**src/hw/rtl/dtwcs_pkg.sv**
```systemverilog
// Shared types and constants for the DTW column-stream cost engine.
// No dependencies; dtwcs_front, dtwcs_back and the top level import this package.
package dtwcs_pkg;

    localparam int CFG_ROWS_BITS  = 11;
    localparam int CFG_BAND_BITS  = 10;
    localparam int CFG_INDEX_BITS = 2;
    localparam int COL_BITS       = 16;
    localparam int ROW_OUT_BITS   = 10;
    localparam int COST_IN_BITS   = 16;
    localparam int ACC_OUT_BITS   = 32;
    localparam int CELL_COST_BITS = 32;
    localparam int CELL_ROW_BITS  = 16;

    localparam logic [CFG_INDEX_BITS-1:0] CFG_ROW_COUNT   = 2'd0;
    localparam logic [CFG_INDEX_BITS-1:0] CFG_BAND_WIDTH  = 2'd1;
    localparam logic [CFG_INDEX_BITS-1:0] CFG_BAND_ENABLE = 2'd2;

    localparam logic [CFG_ROWS_BITS-1:0] ROW_COUNT_RESET   = 11'd1024;
    localparam logic [CFG_BAND_BITS-1:0] BAND_WIDTH_RESET  = 10'd1023;
    localparam logic                     BAND_ENABLE_RESET = 1'b0;

    localparam logic [1:0] DIR_NONE = 2'd0;
    localparam logic [1:0] DIR_DIAG = 2'd1;
    localparam logic [1:0] DIR_LEFT = 2'd2;
    localparam logic [1:0] DIR_UP   = 2'd3;

    localparam logic [COL_BITS-1:0] COL_MAX = '1;

    typedef struct packed {
        logic [COST_IN_BITS-1:0] local_cost;
        logic                    new_matrix;
    } in_item_t;

    typedef struct packed {
        logic [ACC_OUT_BITS-1:0] accumulated_cost;
        logic [1:0]              direction;
        logic                    in_band;
        logic [ROW_OUT_BITS-1:0] row_index;
        logic [COL_BITS-1:0]     column_index;
        logic                    column_end;
    } out_item_t;

    typedef struct packed {
        logic                      valid;
        logic [CFG_INDEX_BITS-1:0] index;
        logic [CFG_ROWS_BITS-1:0]  data;
    } cfg_wr_t;

    // Classified cell passed from the front end to the back end.
    typedef struct packed {
        logic [CELL_COST_BITS-1:0] cost;
        logic [CELL_ROW_BITS-1:0]  row;
        logic [COL_BITS-1:0]       col;
        logic                      band_ok;
        logic                      last;
    } cell_t;

endpackage

```
**src/hw/rtl/dtwcs_front.sv**
```systemverilog
// Front end: configuration registers, row/column counters and band check.
// Depends on dtwcs_pkg; feeds classified cells into the cell queue.
module dtwcs_front #(
    parameter int ROWS_MAX  = 1024,
    parameter int COST_BITS = 16
) (
    input  logic               clk,
    input  logic               rst_n,
    input  logic               push,
    output logic               full,
    input  dtwcs_pkg::in_item_t item,
    input  dtwcs_pkg::cfg_wr_t  cfg_wr,
    output logic               q_push,
    input  logic               q_full,
    output dtwcs_pkg::cell_t    q_data
);

    import dtwcs_pkg::*;

    localparam int RB = $clog2(ROWS_MAX);
    localparam int CW = (RB + 1 > CFG_ROWS_BITS) ? RB + 1 : CFG_ROWS_BITS;
    localparam int DW = (RB > COL_BITS) ? RB : COL_BITS;

    logic [CFG_ROWS_BITS-1:0] row_count_reg;
    logic [CFG_BAND_BITS-1:0] band_width_reg;
    logic                     band_enable_reg;
    logic [RB-1:0]            row_reg, row_next;
    logic [COL_BITS-1:0]      col_reg, col_next;

    logic [CW-1:0]       rows_cfg, rows;
    logic [RB-1:0]       r;
    logic [COL_BITS-1:0] c;
    logic [DW-1:0]       r_ext, c_ext, row_col_gap;
    logic                band_ok, last, accept;

    always_comb
    begin
        rows_cfg = CW'(row_count_reg);
        if (rows_cfg == '0)
        begin
            rows = CW'(1);
        end
        else if (rows_cfg > CW'(ROWS_MAX))
        begin
            rows = CW'(ROWS_MAX);
        end
        else
        begin
            rows = rows_cfg;
        end

        r = item.new_matrix ? '0 : row_reg;
        c = item.new_matrix ? '0 : col_reg;

        r_ext       = DW'(r);
        c_ext       = DW'(c);
        row_col_gap = (r_ext > c_ext) ? r_ext - c_ext : c_ext - r_ext;
        band_ok     = !band_enable_reg || (row_col_gap <= DW'(band_width_reg));
        last        = (CW'(r) + CW'(1)) >= rows;

        accept = push && !q_full;

        if (last)
        begin
            row_next = '0;
            col_next = (c == COL_MAX) ? c : c + COL_BITS'(1);
        end
        else
        begin
            row_next = r + RB'(1);
            col_next = c;
        end

        q_data.cost    = CELL_COST_BITS'(COST_BITS'(item.local_cost));
        q_data.row     = CELL_ROW_BITS'(r);
        q_data.col     = c;
        q_data.band_ok = band_ok;
        q_data.last    = last;
    end

    assign q_push = accept;
    assign full   = q_full;

    always_ff @(posedge clk or negedge rst_n)
    begin
        if (!rst_n)
        begin
            row_count_reg   <= ROW_COUNT_RESET;
            band_width_reg  <= BAND_WIDTH_RESET;
            band_enable_reg <= BAND_ENABLE_RESET;
        end
        else if (cfg_wr.valid)
        begin
            case (cfg_wr.index)
                CFG_ROW_COUNT:   row_count_reg   <= cfg_wr.data;
                CFG_BAND_WIDTH:  band_width_reg  <= cfg_wr.data[CFG_BAND_BITS-1:0];
                CFG_BAND_ENABLE: band_enable_reg <= cfg_wr.data[0];
                default:         ;
            endcase
        end
    end

    always_ff @(posedge clk or negedge rst_n)
    begin
        if (!rst_n)
        begin
            row_reg <= '0;
            col_reg <= '0;
        end
        else if (accept)
        begin
            row_reg <= row_next;
            col_reg <= col_next;
        end
    end

endmodule

```
**config.mk**
```make
export PLATFORM = sky130hd
export DESIGN_NAME = dtwcs_front
export DESIGN_NICKNAME = d
export VERILOG_FILES = /design/src/hw/rtl/dtwcs_pkg.sv /design/src/hw/rtl/dtwcs_front.sv
export SDC_FILE = /design/constraint.sdc
export NUM_CORES = 1
export LEC_CHECK = 0
export BUFFER_PORTS_ARGS = -buffer_cell sky130_fd_sc_hd__buf_2
export CORE_MARGIN = 2
export CORE_UTILIZATION = 30
export DETAILED_ROUTE_END_ITERATION = 16
export PLACE_DENSITY = 0.62
export SLEW_MARGIN = 20
export SYNTH_ARGS = -nofsm -noshare
export SYNTH_HDL_FRONTEND = slang
export SYNTH_SLANG_ARGS = --single-unit
```
**constraint.sdc**
```tcl
create_clock -name clk -period 6.2 [get_ports clk]
set_clock_uncertainty 0.15 [all_clocks]
set_input_delay 0.93 -clock clk [delete_from_list [all_inputs] [get_ports clk]]
set_output_delay 0.93 -clock clk [all_outputs]
set_load 0.005 [all_outputs]
```
==> flow_metrics.tcl <==
set metrics [dict create \
    status "complete, no violations" \
    cts.clk_slew.worst_paths_ns 0.06 \
    cts.sinks 48 \
    ys_types 62 \
    switchingPower_mw 0.447 \
    wire_per_inst_um 15.8 \
    synth-seq-cells 48 \
    numCtsBuffers 5 \
    synth_cells 530 \
    hold_depth 2 \
    place_hpwl_um 9890 \
    drive_above_1_share_pct 27.0 \
    die_x_um 126 \
    fillers 1535 \
    numPortBuffers 48 \
    place_congestion 0.881 \
    clk_latency_ns 0.30 \
    netlist.area_leader.share_pct 20.7 \
    maxCapViolations 0 \
    p_comb_share_pct 45.1 \
    finalSetupViolCount 0 \
    clockBufferDepth 2 \
    synth_area_um2 4470 \
    synth_ff_type "dfrtp_1" \
    ys_top_cells_by_area "dfrtp_1, ha_1, buf_4" \
    hold_class "flip-flop to flip-flop" \
    grt_overflow 0 \
    drc 0 \
    fmax_ghz 0.168 \
    syn_area_per_cell_um2 8.44 \
    p_leak_nw 2.56 \
    grt_pass1_wl_um 19700 \
    worst_hold_slack_ns 0.353 \
    synth_top_area_cell "dfrtp_1" \
    die_h_um 126 \
    cp.arrival_ns 4.87 \
    crit_required_ns 5.12 \
    start_util_pct 30.8 \
    final_max_slew_viol_count 0 \
    hp-start "row_reg[6]$_DFFE_PN0P_" \
    largest_reg_flops 16 \
    hold_end "row_reg[6]$_DFFE_PN0P_" \
    rows 44 \
    reg2reg_slack_ns 2.29 \
    grtUsageTotal_pct 15.5 \
    routed_wirelength_um 12200 \
    worst_slew_pin_slew_ns 0.773 \
    p_per_area_nw_per_um2 243 \
    p_clk_share_pct 24.0 \
    vias 3825 \
    dp_slack_ns -0.00392 \
    crit_path_start_kind "primary input" \
    synth_edf_count 0 \
    yosysWarnings 0 \
    setup_ws_ns 0.247 \
    layout_min_cycle_time_ns 5.95 \
    diodes 0 \
    cts-htree-levels 2 \
    utilization_pct 35.7 \
    drtIter0Drc 238 \
    p_int_mw 0.812 \
    synth_seq_area_share_pct 27.2 \
    critical_path_class "primary input to primary output" \
    area_growth_pct 16.0 \
    final_common_cell "nand2_1" \
    grt_pass1_vias 3695 \
    rr_endpoint "row_reg[3]$_DFFE_PN0P_" \
    reg2regPathDepth 16 \
    postCtsHoldBufs 0 \
    coreArea_um2 14500 \
    boundaryPins 103 \
    multi_input_area_um2 2890 \
    ant_nets 0 \
    finalNetCount 665 \
    async_flop_share_pct 100 \
    antenna_found_initial 0 \
    grt_max_degree 49 \
    swShare_pct 35.5 \
    relSlewSlack_pct 48.5 \
    worstPathMaxFanout 4 \
    irDropWorstVdd_mv 0.118 \
    total_power_mw 1.26 \
    period_share_pct 96.0 \
    viasPerCell 4.95 \
    finalSetupTns_ns 0 \
    seqPwrFrac_pct 30.9 \
    die_area_um2 15900 \
    startpoint "item[0]" \
    hold_viol 0 \
    drtPass1Iterations 5 \
    tritoncts "built" \
    seq_area_um2 1210 \
    reg2reg_from "row_reg[0]$_DFFE_PN0P_" \
    clockRootBuffer "clkbuf_16" \
    final_cell_mix "nand2_1, buf_2, inv_1, ha_1, buf_4" \
    endpoint_kind "primary output" \
]
## critical path, stage by stage
cell      delay [ns]
buf_2           0.12
inv_2           0.08
nand2_2         0.08
ha_4            0.18
fa_2            0.38
o21a_1          0.13
o221ai_2        0.22
a221oi_2        0.11
a311oi_4        0.31
buf_4           0.18
buf_6           0.11
mux2_2          0.33
o21ai_2         0.12
xor2_1          0.16
ha_1            0.28
a21oi_2         0.15
a21o_1          0.13
a221oi_2        0.06
buf_4           0.15
or2_1           0.21
o41ai_2         0.20
a21o_1          0.13
buf_2           0.11
## layout make-up
type | instances | share of cell area [%]
clock inverters | 2 | 0.289
well taps | 184 | 4.43
flip-flops and latches | 48 | 23.4
clock buffers | 6 | 2.89
multi-input cells | 404 | 55.7
repair buffers | 87 | 10.3
inverters | 41 | 2.96
## worst max path at each step
stage,to,slack [ns],cells past startpoint
finish,q_data[1],0.25,23
global placement,q_data[1],0.04,23
global route,q_data[1],-0.06,23
CTS,q_data[1],0.01,22
detailed placement,q_data[1],-0.004,23
floorplan,q_data[1],0.003,22
## cells by family (layout without fill, tap and decap cells)
logic type                 Yosys count  in the layout  synth area share [%]
DFF                                 48             48                  27.2
and+or+nand+nor                    189            189                  21.0
AOI/OAI and AO/OA                   92             92                  14.5
buffers and inverters               99            136                  12.0
xor gates and xnor gates            27             27                  5.29
other                                1             22                0.0838
adders and majority gates           43             43                  12.4
muxes                               31             31                  7.58
## metrics by stage
step	cell area, µm²	cells
floorplan	4580	551
global placement	4920	761
detailed placement	4920	761
CTS	5110	770
global route	5190	772
finish	5190	772
## power by group through the flow
stage	Combinational, mW	Clock, mW	Sequential [mW]
5_1_grt	0.635	0.321	0.393
2_1_floorplan	0.397	0	0.382
4_1_cts	0.538	0.310	0.388
3_3_place_gp	0.519	0	0.393
3_5_place_dp	0.521	0	0.394
6_report	0.568	0.302	0.389
## repair_timing
action                                  4_1_cts  5_1_grt
hold endpoints to repair                      0        0
setup buffers                                 1        3
gates resized for setup                       4       13
pin swaps                                     1       11
endpoints found under the setup margin        1        1
gates cloned                                  0        0
## routing by layer
layer / up-vias / part of all wire [%] / global-route usage (%)
li1: 1884 / - / -
met1: 1828 / 47 / 20.9
met2: 100 / 48 / 26.2
met3: 13 / 3.8 / 1.70
met4: 0 / 1.8 / 4.59
met5: - / 0 / 0
## Yosys cell counts, drive strengths merged (2+ instances only)
master / count
a211oi: 2
a21boi: 2
a21o: 14
a21oi: 19
a221oi: 2
a31oi: 6
and2: 2
and3: 13
buf: 47
clkbuf: 11
dfrtp: 37
dfstp: 11
fa: 2
ha: 41
inv: 40
mux2: 23
mux2i: 8
nand2: 78
nand2b: 5
nand3: 19
nand3b: 2
nand4: 4
nor2: 21
nor2b: 19
nor3: 7
nor4: 6
o211ai: 4
o21a: 5
o21ai: 15
o21bai: 2
o221ai: 2
o22ai: 3
o311ai: 2
o31ai: 5
o41ai: 4
or2: 4
or3: 2
or4: 4
xnor2: 10
xor2: 17
Power figures use the tool's default switching activity.
