### src/hw/rtl/dtwcs_pkg.sv
// Shared types and constants for the DTW column-stream cost engine.
// No dependencies; dtwcs_front, dtwcs_back and the top level import this package.
package dtwcs_pkg;

    localparam int CFG_ROWS_BITS  = 11;
    localparam int CFG_BAND_BITS  = 10;
    localparam int CFG_INDEX_BITS = 2;
    localparam int COL_BITS       = 16;
    localparam int ROW_OUT_BITS   = 10;
    localparam int COST_IN_BITS   = 16;
    localparam int ACC_OUT_BITS   = 32;
    localparam int CELL_COST_BITS = 32;
    localparam int CELL_ROW_BITS  = 16;

    localparam logic [CFG_INDEX_BITS-1:0] CFG_ROW_COUNT   = 2'd0;
    localparam logic [CFG_INDEX_BITS-1:0] CFG_BAND_WIDTH  = 2'd1;
    localparam logic [CFG_INDEX_BITS-1:0] CFG_BAND_ENABLE = 2'd2;

    localparam logic [CFG_ROWS_BITS-1:0] ROW_COUNT_RESET   = 11'd1024;
    localparam logic [CFG_BAND_BITS-1:0] BAND_WIDTH_RESET  = 10'd1023;
    localparam logic                     BAND_ENABLE_RESET = 1'b0;

    localparam logic [1:0] DIR_NONE = 2'd0;
    localparam logic [1:0] DIR_DIAG = 2'd1;
    localparam logic [1:0] DIR_LEFT = 2'd2;
    localparam logic [1:0] DIR_UP   = 2'd3;

    localparam logic [COL_BITS-1:0] COL_MAX = '1;

    typedef struct packed {
        logic [COST_IN_BITS-1:0] local_cost;
        logic                    new_matrix;
    } in_item_t;

    typedef struct packed {
        logic [ACC_OUT_BITS-1:0] accumulated_cost;
        logic [1:0]              direction;
        logic                    in_band;
        logic [ROW_OUT_BITS-1:0] row_index;
        logic [COL_BITS-1:0]     column_index;
        logic                    column_end;
    } out_item_t;

    typedef struct packed {
        logic                      valid;
        logic [CFG_INDEX_BITS-1:0] index;
        logic [CFG_ROWS_BITS-1:0]  data;
    } cfg_wr_t;

    // Classified cell passed from the front end to the back end.
    typedef struct packed {
        logic [CELL_COST_BITS-1:0] cost;
        logic [CELL_ROW_BITS-1:0]  row;
        logic [COL_BITS-1:0]       col;
        logic                      band_ok;
        logic                      last;
    } cell_t;

endpackage

### src/hw/rtl/dtwcs_back.sv
// Back end: reads the previous column, picks the best neighbor, adds the cost.
// Depends on dtwcs_pkg; drives the column store and the result queue.
module dtwcs_back #(
    parameter int ROWS_MAX  = 1024,
    parameter int COST_BITS = 16,
    parameter int SUM_BITS  = 32
) (
    input  logic                          clk,
    input  logic                          rst_n,
    input  logic                          q_empty,
    input  dtwcs_pkg::cell_t              q_cell,
    output logic                          q_pop,
    output logic                          ram_rd_en,
    output logic [$clog2(ROWS_MAX)-1:0]   ram_rd_addr,
    input  logic [((SUM_BITS > COST_BITS) ? SUM_BITS : COST_BITS)-1:0] ram_rd_data,
    output logic                          ram_wr_en,
    output logic [$clog2(ROWS_MAX)-1:0]   ram_wr_addr,
    output logic [((SUM_BITS > COST_BITS) ? SUM_BITS : COST_BITS)-1:0] ram_wr_data,
    input  logic                          o_full,
    output logic                          o_push,
    output dtwcs_pkg::out_item_t          o_data
);

    import dtwcs_pkg::*;

    localparam int RB = $clog2(ROWS_MAX);
    localparam int VW = (SUM_BITS > COST_BITS) ? SUM_BITS : COST_BITS;
    localparam logic [VW-1:0] INF = VW'({SUM_BITS{1'b1}});
    localparam logic [VW-1:0] LIM = INF - VW'(1);

    logic          b_valid_reg, b_valid_next;
    cell_t         b_cell_reg;
    logic          fwd_reg;
    logic [VW-1:0] fwd_data_reg;
    logic [VW-1:0] above_reg;
    logic [VW-1:0] diag_reg;

    logic                 b_fire, hit;
    logic [RB-1:0]        b_row;
    logic [COST_BITS-1:0] cost;
    logic                 r0, c0;
    logic [VW-1:0]        left_mem, up, left, diag, best, acc;
    logic [VW:0]          sum;
    logic [1:0]           dir;

    assign b_row  = RB'(b_cell_reg.row);
    assign b_fire = b_valid_reg && !o_full;
    assign q_pop  = !q_empty && (!b_valid_reg || b_fire);

    assign ram_rd_en   = q_pop;
    assign ram_rd_addr = RB'(q_cell.row);
    assign ram_wr_en   = b_fire;
    assign ram_wr_addr = b_row;
    assign ram_wr_data = acc;

    // forward a write to the row being read in the same cycle
    assign hit = q_pop && b_fire && (RB'(q_cell.row) == b_row);

    assign b_valid_next = q_pop || (b_valid_reg && !b_fire);

    always_comb
    begin
        cost     = COST_BITS'(b_cell_reg.cost);
        r0       = (b_row == '0);
        c0       = (b_cell_reg.col == '0);
        left_mem = fwd_reg ? fwd_data_reg : ram_rd_data;
        up       = r0 ? INF : above_reg;
        left     = c0 ? INF : left_mem;
        diag     = (r0 || c0) ? INF : diag_reg;

        best = diag;
        dir  = DIR_DIAG;
        if (up < best)
        begin
            best = up;
            dir  = DIR_UP;
        end
        if (left < best)
        begin
            best = left;
            dir  = DIR_LEFT;
        end

        sum = {1'b0, best} + (VW + 1)'(cost);

        if (r0 && c0)
        begin
            acc = b_cell_reg.band_ok ? VW'(cost) : INF;
            dir = DIR_NONE;
        end
        else if (!b_cell_reg.band_ok || (best == INF))
        begin
            acc = INF;
            dir = DIR_NONE;
        end
        else if (sum >= (VW + 1)'(LIM))
        begin
            acc = LIM;
        end
        else
        begin
            acc = sum[VW-1:0];
        end

        o_data.accumulated_cost = ACC_OUT_BITS'(acc);
        o_data.direction        = dir;
        o_data.in_band          = b_cell_reg.band_ok;
        o_data.row_index        = ROW_OUT_BITS'(b_row);
        o_data.column_index     = b_cell_reg.col;
        o_data.column_end       = b_cell_reg.last;
    end

    assign o_push = b_fire;

    always_ff @(posedge clk or negedge rst_n)
    begin
        if (!rst_n)
        begin
            b_valid_reg <= 1'b0;
            fwd_reg     <= 1'b0;
            above_reg   <= INF;
            diag_reg    <= INF;
        end
        else
        begin
            b_valid_reg <= b_valid_next;
            if (q_pop)
            begin
                fwd_reg <= hit;
            end
            if (b_fire)
            begin
                above_reg <= acc;
                diag_reg  <= left;
            end
        end
    end

    always_ff @(posedge clk)
    begin
        if (q_pop)
        begin
            b_cell_reg <= q_cell;
        end
        if (b_fire)
        begin
            fwd_data_reg <= acc;
        end
    end

endmodule

### config.mk
export PLATFORM = sky130hd
export DESIGN_NAME = dtwcs_back
export DESIGN_NICKNAME = d
export VERILOG_FILES = /design/src/hw/rtl/dtwcs_pkg.sv /design/src/hw/rtl/dtwcs_back.sv
export SDC_FILE = /design/constraint.sdc
export NUM_CORES = 1
export LEC_CHECK = 0
export BUFFER_PORTS_ARGS = -buffer_cell sky130_fd_sc_hd__buf_2
export CAP_MARGIN = 20
export CORE_MARGIN = 2
export CORE_UTILIZATION = 52
export CTS_CLUSTER_SIZE = 10
export DETAILED_ROUTE_END_ITERATION = 16
export GPL_TIMING_DRIVEN = 0
export PLACE_DENSITY = 0.9
export SETUP_SLACK_MARGIN = 0.4
export SLEW_MARGIN = 20
export SYNTH_ARGS = -nofsm -noshare
export SYNTH_HDL_FRONTEND = slang
export SYNTH_SLANG_ARGS = --single-unit
### constraint.sdc
create_clock -name clk -period 9.6 [get_ports clk]
set_clock_uncertainty 0.05 [all_clocks]
set_input_delay 0 -clock clk [delete_from_list [all_inputs] [get_ports clk]]
set_output_delay 0 -clock clk [all_outputs]
set_load 0.01 [all_outputs]
==> reports/results.ini, run 1 <==
[cts]
numCtsBuffers = 17
root_buffer = clkbuf_16
cts.sinks = 142
cts_max_level = 4
cts_max_path_buffers = 2

[grt]
grt_overflow = 17
antenna_found_initial = 2
grt_max_degree = 48
grt_usage = 0.765

[logic_synthesis]
ys.flop_type = edfxtp_1
synth_edf_count = 76
syn_area_per_cell_um2 = 8.86
syn_nets = 1456
ys_warn_count = 0
netlist_area_um2 = 11300
synthArstFlopShare = 0.465
synthCells = 1274
ys_ff_latch = 142
seq_area_frac_synth = 0.356
ys_types = 74

[die]
start_util = 0.534
io_pins = 220
die_h_um = 151
num_rows = 53
die_x_um = 151

[placement]
pre_cts_ws_ns = -3.02
dp.cells = 1749
place_hpwl_um = 35100
gp_congestion = 1.02
portBuffers = 197

[outcome]
stop_stage = global routing
status = aborted with a tool error
error_line = [ERROR GRT-0232] Routing congestion too high. Check the congestion heatmap in the GUI.

[timing]
worstEndpointType = output port
grt-worst-endpoint = ram_wr_data[0]

-- per-stage QoR --
step	hold slack, ns	cell area [um^2]
after floorplan	-0.346	11400
after global placement	0.126	12800
after detailed placement	-0.137	12900
after CTS	0.00174	16300
-- cell families after synthesis --
group                      Yosys count  share of synthesized area
AOI/OAI and AO/OA                  310                      0.180
xor gates and xnor gates            51                     0.0396
adders and majority gates           80                     0.0893
buffers and inverters              171                     0.0871
DFF                                142                      0.356
muxes                               60                     0.0561
and+or+nand+nor                    460                      0.192
-- what timing repair did --
item / in CTS
pin swaps: 90
hold endpoints to repair: 132
endpoints found under the setup margin: 128
hold buffers: 65
cloned: 5
gates resized for setup: 309
buffers inserted: 97
-- synthesized netlist by cell type (all sizes together), types with 14 or more instances --
cell / instances / area share
nor2: 143 / 0.048
nand2: 142 / 0.047
buf: 100 / 0.064
ha: 79 / 0.088
edfxtp: 76 / 0.20
a21oi: 73 / 0.032
o21ai: 70 / 0.031
dfstp: 64 / 0.15
clkbuf: 44 / 0.015
xnor2: 37 / 0.029
a31oi: 35 / 0.019
mux2i: 34 / 0.030
nand2b: 29 / 0.016
nand4: 29 / 0.016
inv: 27 / 0.0090
mux2: 26 / 0.026
nor3: 22 / 0.011
nand3: 21 / 0.0093
a211oi: 20 / 0.014
o31ai: 18 / 0.012
and3: 16 / 0.0089
nor4: 16 / 0.0089
xor2: 14 / 0.011
-- metal layers --
metal,global-route usage,overflow
met3,0.646,2
met2,0.898,9
met4,0.769,4
met1,0.756,2
met5,0.420,0
==> run 2: changes to the inputs <==
--- a/config.mk
+++ b/config.mk
@@ -8,12 +8,10 @@
 export BUFFER_PORTS_ARGS = -buffer_cell sky130_fd_sc_hd__buf_2
 export CAP_MARGIN = 20
 export CORE_MARGIN = 2
-export CORE_UTILIZATION = 52
-export CTS_CLUSTER_SIZE = 10
+export CORE_UTILIZATION = 37
 export DETAILED_ROUTE_END_ITERATION = 16
 export GPL_TIMING_DRIVEN = 0
-export PLACE_DENSITY = 0.9
-export SETUP_SLACK_MARGIN = 0.4
+export PLACE_DENSITY_LB_ADDON = 0.15
 export SLEW_MARGIN = 20
 export SYNTH_ARGS = -nofsm -noshare
 export SYNTH_HDL_FRONTEND = slang
==> constraint.sdc (replaced) <==
create_clock -name clk -period 12.5 [get_ports clk]
set_clock_uncertainty 0.05 [all_clocks]
set_input_delay 0 -clock clk [delete_from_list [all_inputs] [get_ports clk]]
set_output_delay 0 -clock clk [all_outputs]
set_load 0.01 [all_outputs]
==> run 2 against run 1 <==
Compared with the run above:
- the flow now finishes without violations
- synthesized area stayed put
- synthesized cell count is the same
==> reports/results.ini, run 2 <==
[layout]
area_growth_syn_to_layout_pct = 27.3
n_fill_cell = 2842
antenna_cells = 0
final_cell_mix = buf_2, nor2_1, nand2_1
drive_above_1_share = 0.306
nNetsFinal = 1752
design_area_um2 = 14400
final_common_cell = buf_2
post-route-util = 0.481

[logic_synthesis]
syn_nets = 1456  ; unchanged
yosysTopAreaCell = edfxtp_1
netlist_area_um2 = 11300  ; unchanged
yosysMostFrequentCell = nor2_1
ys_warn_count = 0  ; unchanged
ys_types = 74  ; unchanged
synthCells = 1274  ; unchanged
ys_ff_latch = 142  ; unchanged
syn_area_per_cell_um2 = 8.86  ; unchanged
synthArstFlopShare = 0.465  ; unchanged
synth_edf_count = 76  ; unchanged
ys.flop_type = edfxtp_1
synth_top_area_frac = 0.202  ; unchanged
seq_area_frac_synth = 0.356  ; unchanged
ys_top_cells_by_count = nor2_1, nand2_1, buf_4
ys_top_cells_by_area = edfxtp_1, dfstp_2, ha_1

[drt]
routed_wl_um = 46100
drc = 0
final_antenna_net_count = 0
drtIter0Drc = 1212
via_per_inst = 5.69
dr.pass1.iters = 5
wl_per_cell_um = 23.4
via_count = 11200

[setup_path]
worst-path-buf-inv = 17
reg2reg_depth = 44
cpLargestDelayFamily = buffers and inverters
crit_arrival_ns = 12.08
timing.rr.end = above_reg[15]$_DFFE_PN1P_
crit_path_max_incr_delay_ns = 0.55
end_kind = output pin
crit_slowest_cell = a21oi_1
r2r-start = o_data[18]$_DFFE_PP_
path_class = register to output pin
cp_max_fo = 10
start_kind = register
crit_required_ns = 12.45
reg2reg_slack_ns = 0.82

[timing]
hold_viol = 0
finalSetupViolCount = 0
max_freq_ghz = 0.0825
max_slew_margin = 0.304
tightest_slew_ns = 1.04
period_needed_ns = 12.13
layout_setup_ws_ns = 0.372
finalCritPeriodShare = 0.970
final.setup.tns_ns = 0
slew_viol_final = 0
rsz0062_at_grt = false

[cts]
cts_max_path_buffers = 2  ; unchanged
cts_max_level = 4  ; unchanged
worstSkewPairLatency_ns = 0.44
clk_pin_slew_ns = 0.07
root_buffer = clkbuf_16
cts_tree = done
numCtsBuffers = 17  ; unchanged
cts.sinks = 142  ; unchanged

[die]
num_rows = 63  ; +19%
die_x_um = 179  ; +18%
io_pins = 220  ; unchanged
die_h_um = 179  ; +18%
core_area_um2 = 29900
start_util = 0.378  ; -0.156
dieArea_um2 = 31900

[grt]
grt_overflow = 0
grt_usage = 0.291
grt_pass1_vias = 10900
grt_pass1_wl_um = 68200
antenna_found_initial = 2
grt_max_degree = 44

[power_and_ir_drop]
power_leakage_nw = 5.96
ir_worst_vdd_mv = 0.133
powerDensity_nw_per_um2 = 270

[placement]
gp_congestion = 0.958  ; -6.1%
pre_cts_ws_ns = -1.82  ; +1.20 ns
portBuffers = 197  ; unchanged
place_hpwl_um = 35900  ; +2.4%
place_area_um2 = 12900  ; +0.21%

[min_path]
hold_path_end = diag_reg[11]$_DFFE_PN1P_
hp-class = input port to register
hold_path.startpoint = ram_rd_data[11]
min_path_cells = 3

[outcome]
status = completed

[flow_run]
drv_cap = 0

## run 2: worst register-to-register path: cells and delay by family, from the launching register on
kind / cells / cell delay, ns
muxes: 2 / 0.58
AOI/OAI and AO/OA: 10 / 3.03
buffers and inverters: 14 / 3.00
and+or+nand+nor: 14 / 3.20
adders and majority gates: 4 / 1.24
DFF: 1 / 0.50
## run 2: cell type report
type	count	area [um^2]	share of cell area
Timing Repair Buffer	281	1830	0.127
Sequential cell	142	4010	0.279
Buffer	140	895	0.0622
Multi-Input combinational cell	961	6440	0.448
Clock inverter	15	176	0.0123
Tap cell	390	488	0.0339
Clock buffer	17	425	0.0296
Inverter	27	101	0.00705
## run 2: how the worst max path moves through the flow
stage / startpoint / end / slack (ns) / cells past startpoint
2_1_floorplan: o_data[24]$_DFFE_PP_ / fwd_data_reg[0]$_DFFE_PP_ / 1.86 / 43
3_3_place_gp: o_data[23]$_DFFE_PP_ / fwd_data_reg[0]$_DFFE_PP_ / -2.37 / 40
3_5_place_dp: o_data[23]$_DFFE_PP_ / ram_wr_data[0] / -1.82 / 44
4_1_cts: o_data[23]$_DFFE_PP_ / ram_wr_data[0] / 0.03 / 47
5_1_grt: o_data[24]$_DFFE_PP_ / ram_wr_data[0] / 0.003 / 45
6_report: o_data[18]$_DFFE_PP_ / ram_wr_data[0] / 0.37 / 47
## run 2: metrics by stage
step	cells	total power [W]	hold WS [ns]
3_3_place_gp	1861	0.00312	0.126
6_report	1973	0.00388	0.0171
2_1_floorplan	1274	0.00233	-0.346
3_5_place_dp	1865	0.00314	-0.0245
4_1_cts	1967	0.00379	0.00323
5_1_grt	1973	0.00410	0.0517
## run 2: timing repair
item,4_1_cts,5_1_grt
resized for setup,25,20
setup endpoints to repair,128,64
endpoints found under the hold margin,94,0
buffers inserted,12,8
hold buffers,60,0
pin swaps,7,5
## run 2: layer usage
layer / vias to the layer above / global-route usage / wire length [um]
li1: 5207 / - / -
met1: 5381 / 0.418 / 20900
met2: 551 / 0.444 / 20100
met3: 82 / 0.0562 / 3890
met4: 2 / 0.0857 / 1270
met5: - / 0 / 15
## run 2: logic make-up (layout without fill, tap and decap cells)
logic type	count (synthesis)	count (layout)	synth area share
adder cells (fa/ha/maj)	80	80	0.0893
AND/OR/NAND/NOR	460	460	0.192
buffers and inverters	171	480	0.0871
multiplexers	60	60	0.0561
AO/OA/AOI/OAI	310	310	0.180
flip-flops	142	142	0.356
XOR/XNOR	51	51	0.0396
## run 2: power by group
group	internal, W	switching, W	total [W]	leakage [nW]
Sequential	0.000671	0.000115	0.000786	1.40
Combinational	0.00102	0.00154	0.00256	4.27
Clock	0.000286	0.000248	0.000534	0.292
Total	0.00198	0.00190	0.00388	5.96
Power figures use the tool's default switching activity.
