===== src/hw/rtl/dtwcs_fifo.sv =====
// Small register queue with full/empty flags; DEPTH is a power of two.
// No dependencies.
module dtwcs_fifo #(
    parameter int WIDTH = 8,
    parameter int DEPTH = 2
) (
    input  logic             clk,
    input  logic             rst_n,
    input  logic             push,
    input  logic [WIDTH-1:0] wr_data,
    output logic             full,
    input  logic             pop,
    output logic [WIDTH-1:0] rd_data,
    output logic             empty
);

    localparam int PW = (DEPTH > 1) ? $clog2(DEPTH) : 1;
    localparam int CNT_W = $clog2(DEPTH + 1);

    logic [WIDTH-1:0] mem_reg [DEPTH];
    logic [PW-1:0]    wr_ptr_reg, wr_ptr_next;
    logic [PW-1:0]    rd_ptr_reg, rd_ptr_next;
    logic [CNT_W-1:0] count_reg, count_next;
    logic             do_push, do_pop;

    assign full    = (count_reg == CNT_W'(DEPTH));
    assign empty   = (count_reg == '0);
    assign do_push = push && !full;
    assign do_pop  = pop && !empty;
    assign rd_data = mem_reg[rd_ptr_reg];

    always_comb
    begin
        wr_ptr_next = do_push ? wr_ptr_reg + PW'(1) : wr_ptr_reg;
        rd_ptr_next = do_pop ? rd_ptr_reg + PW'(1) : rd_ptr_reg;
        count_next  = count_reg;
        if (do_push && !do_pop)
        begin
            count_next = count_reg + CNT_W'(1);
        end
        else if (do_pop && !do_push)
        begin
            count_next = count_reg - CNT_W'(1);
        end
    end

    always_ff @(posedge clk or negedge rst_n)
    begin
        if (!rst_n)
        begin
            wr_ptr_reg <= '0;
            rd_ptr_reg <= '0;
            count_reg  <= '0;
        end
        else
        begin
            wr_ptr_reg <= wr_ptr_next;
            rd_ptr_reg <= rd_ptr_next;
            count_reg  <= count_next;
        end
    end

    always_ff @(posedge clk)
    begin
        if (do_push)
        begin
            mem_reg[wr_ptr_reg] <= wr_data;
        end
    end

endmodule


===== config.mk =====
export PLATFORM = sky130hd
export DESIGN_NAME = dtwcs_fifo
export DESIGN_NICKNAME = d
export VERILOG_FILES = /design/src/hw/rtl/dtwcs_fifo.sv
export SDC_FILE = /design/constraint.sdc
export NUM_CORES = 1
export LEC_CHECK = 0
export ABC_AREA = 1
export BUFFER_PORTS_ARGS = -buffer_cell sky130_fd_sc_hd__buf_2
export CORE_UTILIZATION = 30
export DETAILED_ROUTE_END_ITERATION = 7
export PLACE_DENSITY_LB_ADDON = 0.2
export SLEW_MARGIN = 20
export SYNTH_ARGS = -nofsm -noshare
export SYNTH_HDL_FRONTEND = slang
export SYNTH_SLANG_ARGS = --single-unit

===== constraint.sdc =====
create_clock -name clk -period 1.9 [get_ports clk]
set_clock_uncertainty 0.2 [all_clocks]
set_input_delay 0.38 -clock clk [delete_from_list [all_inputs] [get_ports clk]]
set_output_delay 0.38 -clock clk [all_outputs]
set_load 0.03 [all_outputs]

==> results.cfg, run 1 <==
[status]
outcome = completed

[die]
dieWidth_um = 53.9
fp.coreArea_um2 = 2520
ios = 22
die_y_um = 53.9
die_area_um2 = 2910
start_util = 0.321
placement_rows = 18

[synth]
yosys_warnings = 0
synth-adder-area-share = 0.0155
syn_area_per_cell_um2 = 11.1
ys_types = 14
syn_nets = 86
ys_seq_area_frac = 0.717
synth_top_family_by_area = simple AND/OR/NAND/NOR gates
synth_xor_area_frac = 0.0108
synthCells = 73
yosys_register_bits = 20
synth-simple-area-share = 0.201
muxShareOfSynthArea = 0
netlist_area_um2 = 810
synth_top_area_frac = 0.594
ys_top_cells_by_area = edfxtp_1 59%, nand2_1 15%, dfrtp_1 12%
synth_compound_area_frac = 0.0124
yosysTopAreaCell = edfxtp_1

[final_layout]
seqCellArea_um2 = 582
final_area_um2 = 1040
layout_common_cells = 33 x nand2_1, 21 x buf_2, 16 x edfxtp_1
fill_cells = 255
fin_nets = 118
num_antenna_cells = 0
layout_commonest_cell = nand2_1
drive_above_1_share = 0.327
syn_to_final_growth_pct = 29.1
largest_reg_flops = 16
multi_input_area_um2 = 194

[timing]
finalCriticalPeriod_ns = 1.80
maxSlewViolCount = 0
period_share = 0.949
max_slew_margin = 0.778
rsz0062_at_grt = false
timing.fmax_mhz = 554
setup_viol = 0
setup_tns_ns = 0
hold_violations = 0
tightest_slew_ns = 0.332

[critical_path]
critPathCaptureType = output pin
critical_path_class = reg -> out
cp-start-kind = flop
required_ns = 1.32
crit_fanout = 9
crit_arrival_ns = 1.22

[power]
seq_power_share = 0.409
intPower_uw = 978
p_sw_uw = 722
p_leak_uw = 0.000498
p_clk_frac = 0.115
combPwrFrac = 0.476
ir_drop_mv = 0.699
power.density_nw_per_um2 = 1630
p_sw_frac = 0.425

[drt]
firstDrtPassIters = 3
drtIter0Drc = 6
drc = 0
vias_per_cell = 4.38
ant_nets = 0
routed_wl_um = 1460
wl_per_cell_um = 10.9
routed-via-count = 587

[clock_network]
cts_root_buf = clkbuf_4
cts.sinks = 20
cts_buffers = 3
clk-insertion-delay-late_ns = 0.29
cts_tree = done
htreeDepth = 1
clockBufferDepth = 2
clk_pin_slew_ns = 0.11

[grt]
grt_pass1_vias = 520
grt_max_degree = 12
grt-ovfl-total = 0
grt_use_met3 = 0.0169
grt.total_usage = 0.116
met2_usage = 0.169
top_usage_layer = met2
grt_util_met1 = 0.141
grt_pass1_wl_um = 2230
antenna_found_initial = 0

[placed_design]
hpwl_um = 996
portBuffers = 21
place_congestion = 0.774
place_area_um2 = 962

[hold_path]
worstHoldPathType = in -> reg

[flow_run]
cap_violations = 0
==> through the flow <==
| step | setup WS, ns | total power (µW) | hold WS, ns | cells | util |
|---|---|---|---|---|---|
| 5_1_grt | 0.00573 | 1840 | 0.0545 | 134 | 0.414 |
| 2_1_floorplan | 0.202 | 1200 | -0.116 | 73 | - |
| 4_1_cts | 0.0343 | 1630 | 0.0594 | 130 | 0.397 |
| 3_5_place_dp | 0.254 | 1420 | -0.00499 | 125 | 0.381 |
| 3_3_place_gp | 0.258 | 1400 | -0.00222 | 125 | 0.381 |
| 6_report | 0.0965 | 1700 | 0.0734 | 134 | 0.414 |
==> kinds of logic after synthesis <==
family                   Yosys count
buffers and inverters              9
flip-flops                        20
AND/OR/NAND/NOR                   40
adder cells (fa/ha/maj)            1
XOR/XNOR                           1
AO/OA/AOI/OAI                      2
==> power groups by stage <==
stage               sequential, µW  clock, µW  combinational [µW]
floorplan                      661          0                 539
global placement               702          0                 702
detailed placement             706          0                 710
CTS                            704        208                 715
global route                   711        221                 907
finish                         695        196                 809
==> area by class of cell <==
class	instances	area share
flip-flops and latches	20	0.557
multi-input cells	44	0.186
repair buffers	28	0.165
well taps	30	0.0359
inverters	8	0.0311
clock buffers	3	0.0216
clock inverters	1	0.00359
==> worst paths after layout <==
| check | start | endpoint | slack, ns | cells after the start |
|---|---|---|---|---|
| max | rd_ptr_reg | rd_data[1] | 0.1 | 4 |
| min | wr_data[6] | mem_reg[0][6] | 0.07 | 1 |
| max reg2reg | count_reg[1] | mem_reg[0][0] | 0.29 | 5 |
| min reg2reg | wr_ptr_reg | wr_ptr_reg | 0.29 | 2 |
| max in group asynchronous | rst_n | rd_ptr_reg | 1.12 | 2 |
| min in group asynchronous | rst_n | count_reg[0] | 0.25 | 2 |
==> cells in the mapped netlist (all sizes together) <==
cell type / number
nand2: 33
edfxtp: 16
inv: 8
dfrtp: 4
nor2: 4
o21ai: 2
buf: 1
ha: 1
nand3: 1
nand3b: 1
nand4: 1
xnor2: 1
==> per-layer routing <==
| layer | share of wire | vias up | wire [µm] |
|---|---|---|---|
| met3 | 0.041 | 8 | 60 |
| met2 | 0.45 | 18 | 655 |
| met5 | 0 | - | 0 |
| met1 | 0.46 | 262 | 664 |
| li1 | - | 299 | - |
| met4 | 0.053 | 0 | 77 |
==> what timing repair did <==
action / in CTS / in global routing
endpoints found under the hold margin: 4 / 0
buffers inserted: 0 / 4
hold buffers: 1 / 0
endpoints found under the setup margin: 8 / 8
gates resized for setup: 2 / 0
==> critical path: stages, from the launching register on <==
cell and delay (ns):
dfrtp_2 0.49, inv_4 0.13, nand2_1 0.06, nand2_1 0.05
buf_2 0.19
Note: power is estimated with default switching activity, not from simulation.
==> run 2, diff against run 1 <==
--- a/config.mk
+++ b/config.mk
@@ -6,10 +6,11 @@
 export NUM_CORES = 1
 export LEC_CHECK = 0
 export ABC_AREA = 1
-export BUFFER_PORTS_ARGS = -buffer_cell sky130_fd_sc_hd__buf_2
+export BUFFER_PORTS_ARGS = -buffer_cell sky130_fd_sc_hd__buf_4
 export CORE_UTILIZATION = 30
 export DETAILED_ROUTE_END_ITERATION = 7
 export PLACE_DENSITY_LB_ADDON = 0.2
+export REMOVE_ABC_BUFFERS = 1
 export SLEW_MARGIN = 20
 export SYNTH_ARGS = -nofsm -noshare
 export SYNTH_HDL_FRONTEND = slang
==> results.cfg, run 2 (synthesis gave the netlist of run 1 again) <==
[status]
outcome = completed

[grt]
grt_pass1_wl_um = 2440
antenna_found_initial = 0
grt-ovfl-total = 0
grt_pass1_vias = 529
grt_max_degree = 12
grt.total_usage = 0.126

[die]
fp.coreArea_um2 = 2520
start_util = 0.321
dieWidth_um = 53.9
die_area_um2 = 2910
die_y_um = 53.9
ios = 22
placement_rows = 18

[final_layout]
fin_nets = 115
multi_input_area_um2 = 194
layout_common_cells = 33 x nand2_1, 24 x buf_4, 16 x edfxtp_1
fin_util = 0.425
fill_cells = 242
drive_above_1_share = 0.317
layout_commonest_cell = nand2_1
seqCellArea_um2 = 582
num_antenna_cells = 0
syn_to_final_growth_pct = 32.5
largest_reg_flops = 16
final_cells = 131

[critical_path]
crit_fanout = 8
required_ns = 1.32
cp-start-kind = flop
rrSetupSlack_ns = 0.28
crit_slowest_cell = dfrtp_2
crit_family = flip-flops
critical_path_class = reg -> out
crit_buf_inv = 2
critPathCaptureType = output pin
crit_arrival_ns = 1.23
cp_cell_sequence = buf_4 -> nand2_1 -> nand2_1 -> buf_4
slowest_delay_ns = 0.49

[drt]
drc = 0
wl_met1_um = 671
wl_per_cell_um = 11.0
routed_wl_um = 1450
top_layer = met4
drtIter0Drc = 10
ant_nets = 0
vias_per_cell = 4.33
routed-via-count = 567
routed-wl-met3_um = 85
firstDrtPassIters = 4
route.met2.wl_um = 678

[power]
ir_drop_mv = 0.766
seq_power_share = 0.397
p_leak_uw = 0.000500
power.density_nw_per_um2 = 1620
p_sw_uw = 714
combPwrFrac = 0.465
p_sw_frac = 0.410
intPower_uw = 1030
p_clk_frac = 0.138

[placed_design]
place_congestion = 0.676
hpwl_um = 1010
portBuffers = 21
place_inst = 124

[clock_network]
cts_buffers = 3
cts_root_buf = clkbuf_4
clk-insertion-delay-late_ns = 0.30
cts_tree = done
cts.sinks = 20
clk_pin_slew_ns = 0.11
clockBufferDepth = 2
htreeDepth = 1

[timing]
finalCriticalPeriod_ns = 1.81
tightest_slew_ns = 0.347
max_slew_margin = 0.769
period_share = 0.954
setup_tns_ns = 0
setup_viol = 0
timing.fmax_mhz = 551
hold_violations = 0
maxSlewViolCount = 0
rsz0062_at_grt = false

[hold_path]
worstHoldPathType = in -> reg

[flow_run]
cap_violations = 0
run 2: changes by cell type in the layout (fill, tap and decap cells not counted):
cell      change
buf_12        -1
buf_2        -21
buf_4        +19
clkbuf_8      +1
clkinv_1      -1
run 2: layout make-up:
cell class,instances,area share
Multi-Input combinational cell,44,0.181
Tap cell,30,0.0350
Inverter,8,0.0303
Timing Repair Buffer,25,0.177
Clock buffer,4,0.0338
Sequential cell,20,0.543
run 2: worst register-to-register path: cells and delay by family (launching register included):
family	cells	cell delay, ns
buffers and inverters	2	0.40
AND/OR/NAND/NOR	3	0.27
flip-flops	1	0.43
run 2: worst paths after layout:
| path | start | endpoint | cells past startpoint |
|---|---|---|---|
| max | rd_ptr_reg | rd_data[7] | 4 |
| max reg2reg | count_reg[1] | mem_reg[0][0] | 5 |
| min | wr_data[5] | mem_reg[0][5] | 1 |
| min reg2reg | wr_ptr_reg | wr_ptr_reg | 2 |
| min in group asynchronous | rst_n | wr_ptr_reg | 2 |
| max in group asynchronous | rst_n | rd_ptr_reg | 2 |
run 2: what timing repair did:
action	CTS	global route
endpoints found under the setup margin	8	8
gates resized for setup	1	1
hold buffers	1	0
endpoints found under the hold margin	4	0
buffers inserted	0	2
run 2: power groups by stage:
stage | logic [µW] | registers [µW] | clock network, µW
after floorplan | 509 | 681 | 0
after global placement | 766 | 704 | 0
after detailed placement | 777 | 705 | 0
after CTS | 780 | 698 | 252
after global routing | 909 | 709 | 268
final | 810 | 692 | 240
run 2: layer usage:
layer,GRT usage,vias to the layer above
li1,-,292
met1,0.164,252
met2,0.189,21
met3,0.0339,2
met4,0.0658,0
met5,0,-
run 2: stage by stage:
step / power [µW] / instance area (µm²) / setup slack, ns / hold WS [ns]
detailed placement: 1480 / 1010 / 0.275 / -0.0167
finish: 1740 / 1070 / 0.0865 / 0.0635
global placement: 1470 / 1010 / 0.261 / -0.0178
global route: 1890 / 1070 / 0.0152 / 0.0428
CTS: 1730 / 1050 / 0.0196 / 0.0524
floorplan: 1190 / 805 / 0.202 / -0.116
==> run 3, diff against run 2 <==
--- a/config.mk
+++ b/config.mk
@@ -8,6 +8,7 @@
 export ABC_AREA = 1
 export BUFFER_PORTS_ARGS = -buffer_cell sky130_fd_sc_hd__buf_4
 export CORE_UTILIZATION = 30
+export CTS_BUF_LIST = sky130_fd_sc_hd__clkbuf_16
 export DETAILED_ROUTE_END_ITERATION = 7
 export PLACE_DENSITY_LB_ADDON = 0.2
 export REMOVE_ABC_BUFFERS = 1
==> results.cfg, run 3 (synthesis gave the netlist of run 1 again) <==
[status]
outcome = completed

[drt]
routed_wl_um = 1490
firstDrtPassIters = 4
ant_nets = 0
drc = 0
vias_per_cell = 4.34
drtIter0Drc = 8
routed-via-count = 560
wl_per_cell_um = 11.6

[critical_path]
crit_buf_inv = 2
slowest_delay_ns = 0.48
critPathCaptureType = output pin
crit_family = flip-flops
crit_slowest_cell = dfrtp_2
crit_path_frequent_cell = nand2_1
crit_fanout = 10
cp_cell_sequence = inv_2 -> nand2_1 -> nand2_1 -> buf_4
critical_path_class = reg -> out
cp-start-kind = flop
required_ns = 1.32
crit_arrival_ns = 1.21

[final_layout]
final_cells = 129
fill_cells = 249
drive_above_1_share = 0.293
fin_nets = 113
layout_common_cells = 33 x nand2_1, 22 x buf_4, 16 x edfxtp_1
layout_commonest_cell = nand2_1
largest_reg_flops = 16
syn_to_final_growth_pct = 35.5
num_antenna_cells = 0
final_area_um2 = 1100

[timing]
setup_tns_ns = 0
rsz0062_at_grt = false
setup_viol = 0
timing.fmax_mhz = 560
period_share = 0.940
maxSlewViolCount = 0
tightest_slew_ns = 0.348
max_slew_margin = 0.768
hold_violations = 0
whs_ns = 0.114
finalCriticalPeriod_ns = 1.79

[grt]
antenna_found_initial = 0
grt.total_usage = 0.131
grt_pass1_wl_um = 2460
grt-ovfl-total = 0
grt_pass1_vias = 529
grt_max_degree = 12

[die]
placement_rows = 18
start_util = 0.321
dieWidth_um = 53.9
ios = 22
fp.coreArea_um2 = 2520
die_y_um = 53.9
die_area_um2 = 2910

[clock_network]
cts_root_buf = clkbuf_16
cts_setup_buffers = 0
clk_pin_slew_ns = 0.06
clockBufferDepth = 2
cts_buffers = 3
cts_tree = done
cts.sinks = 20
clk-insertion-delay-late_ns = 0.25
htreeDepth = 1

[hold_path]
worstHoldPathType = in -> reg

[power]
p_leak_uw = 0.000508
power.density_nw_per_um2 = 1730
ir_drop_mv = 0.825

[placed_design]
hpwl_um = 1010
portBuffers = 21
place_inst = 124
place_area_um2 = 1010
place_congestion = 0.676

[flow_run]
cap_violations = 0
-- run 3: worst register-to-register path: cells and delay by family (launching register included) --
kind,cells,cell delay [ns]
and+or+nand+nor,3,0.26
DFF,1,0.41
buffers and inverters,2,0.40
-- run 3: timing repair --
item,4_1_cts,5_1_grt
resized for setup,1,0
hold buffers,1,0
endpoints found under the setup margin,1,0
hold endpoints to repair,4,0
-- run 3: cell type report --
class                           instances  area (µm²)  area share
Timing Repair Buffer                   23         175       0.160
Tap cell                               30        37.5      0.0342
Sequential cell                        20         582       0.530
Clock buffer                            3        75.1      0.0684
Clock inverter                          1        3.75     0.00342
Inverter                                8        30.0      0.0274
Multi-Input combinational cell         44         194       0.177
-- run 3: path summary, 6_finish.rpt --
path,start,endpoint,slack (ns),cells past startpoint
max,rd_ptr_reg,rd_data[7],0.11,4
min,wr_data[4],mem_reg[0][4],0.11,1
max reg2reg,count_reg[1],mem_reg[0][3],0.29,5
min reg2reg,wr_ptr_reg,wr_ptr_reg,0.28,2
max in group asynchronous,rst_n,rd_ptr_reg,1.12,2
min in group asynchronous,rst_n,count_reg[1],0.26,2
-- run 3: per-stage QoR --
stage	util	worst slack, ns	total power (µW)
2_1_floorplan	-	0.202	1190
3_3_place_gp	0.399	0.261	1470
3_5_place_dp	0.399	0.275	1480
4_1_cts	0.435	0.0884	1920
5_1_grt	0.435	0.00857	2040
6_report	0.435	0.115	1900
-- run 3: where the power goes --
| part | total (µW) | internal, µW | switching [µW] |
|---|---|---|---|
| clock network | 428 | 280 | 148 |
| logic | 768 | 273 | 495 |
| registers | 699 | 613 | 86.7 |
| total | 1900 | 1170 | 730 |
-- run 3: metal layers --
metal	up-vias	wire length, µm	global-route usage
li1	286	-	-
met1	253	711	0.159
met2	19	693	0.195
met3	2	66	0.0424
met4	0	19	0.0921
met5	-	0	0
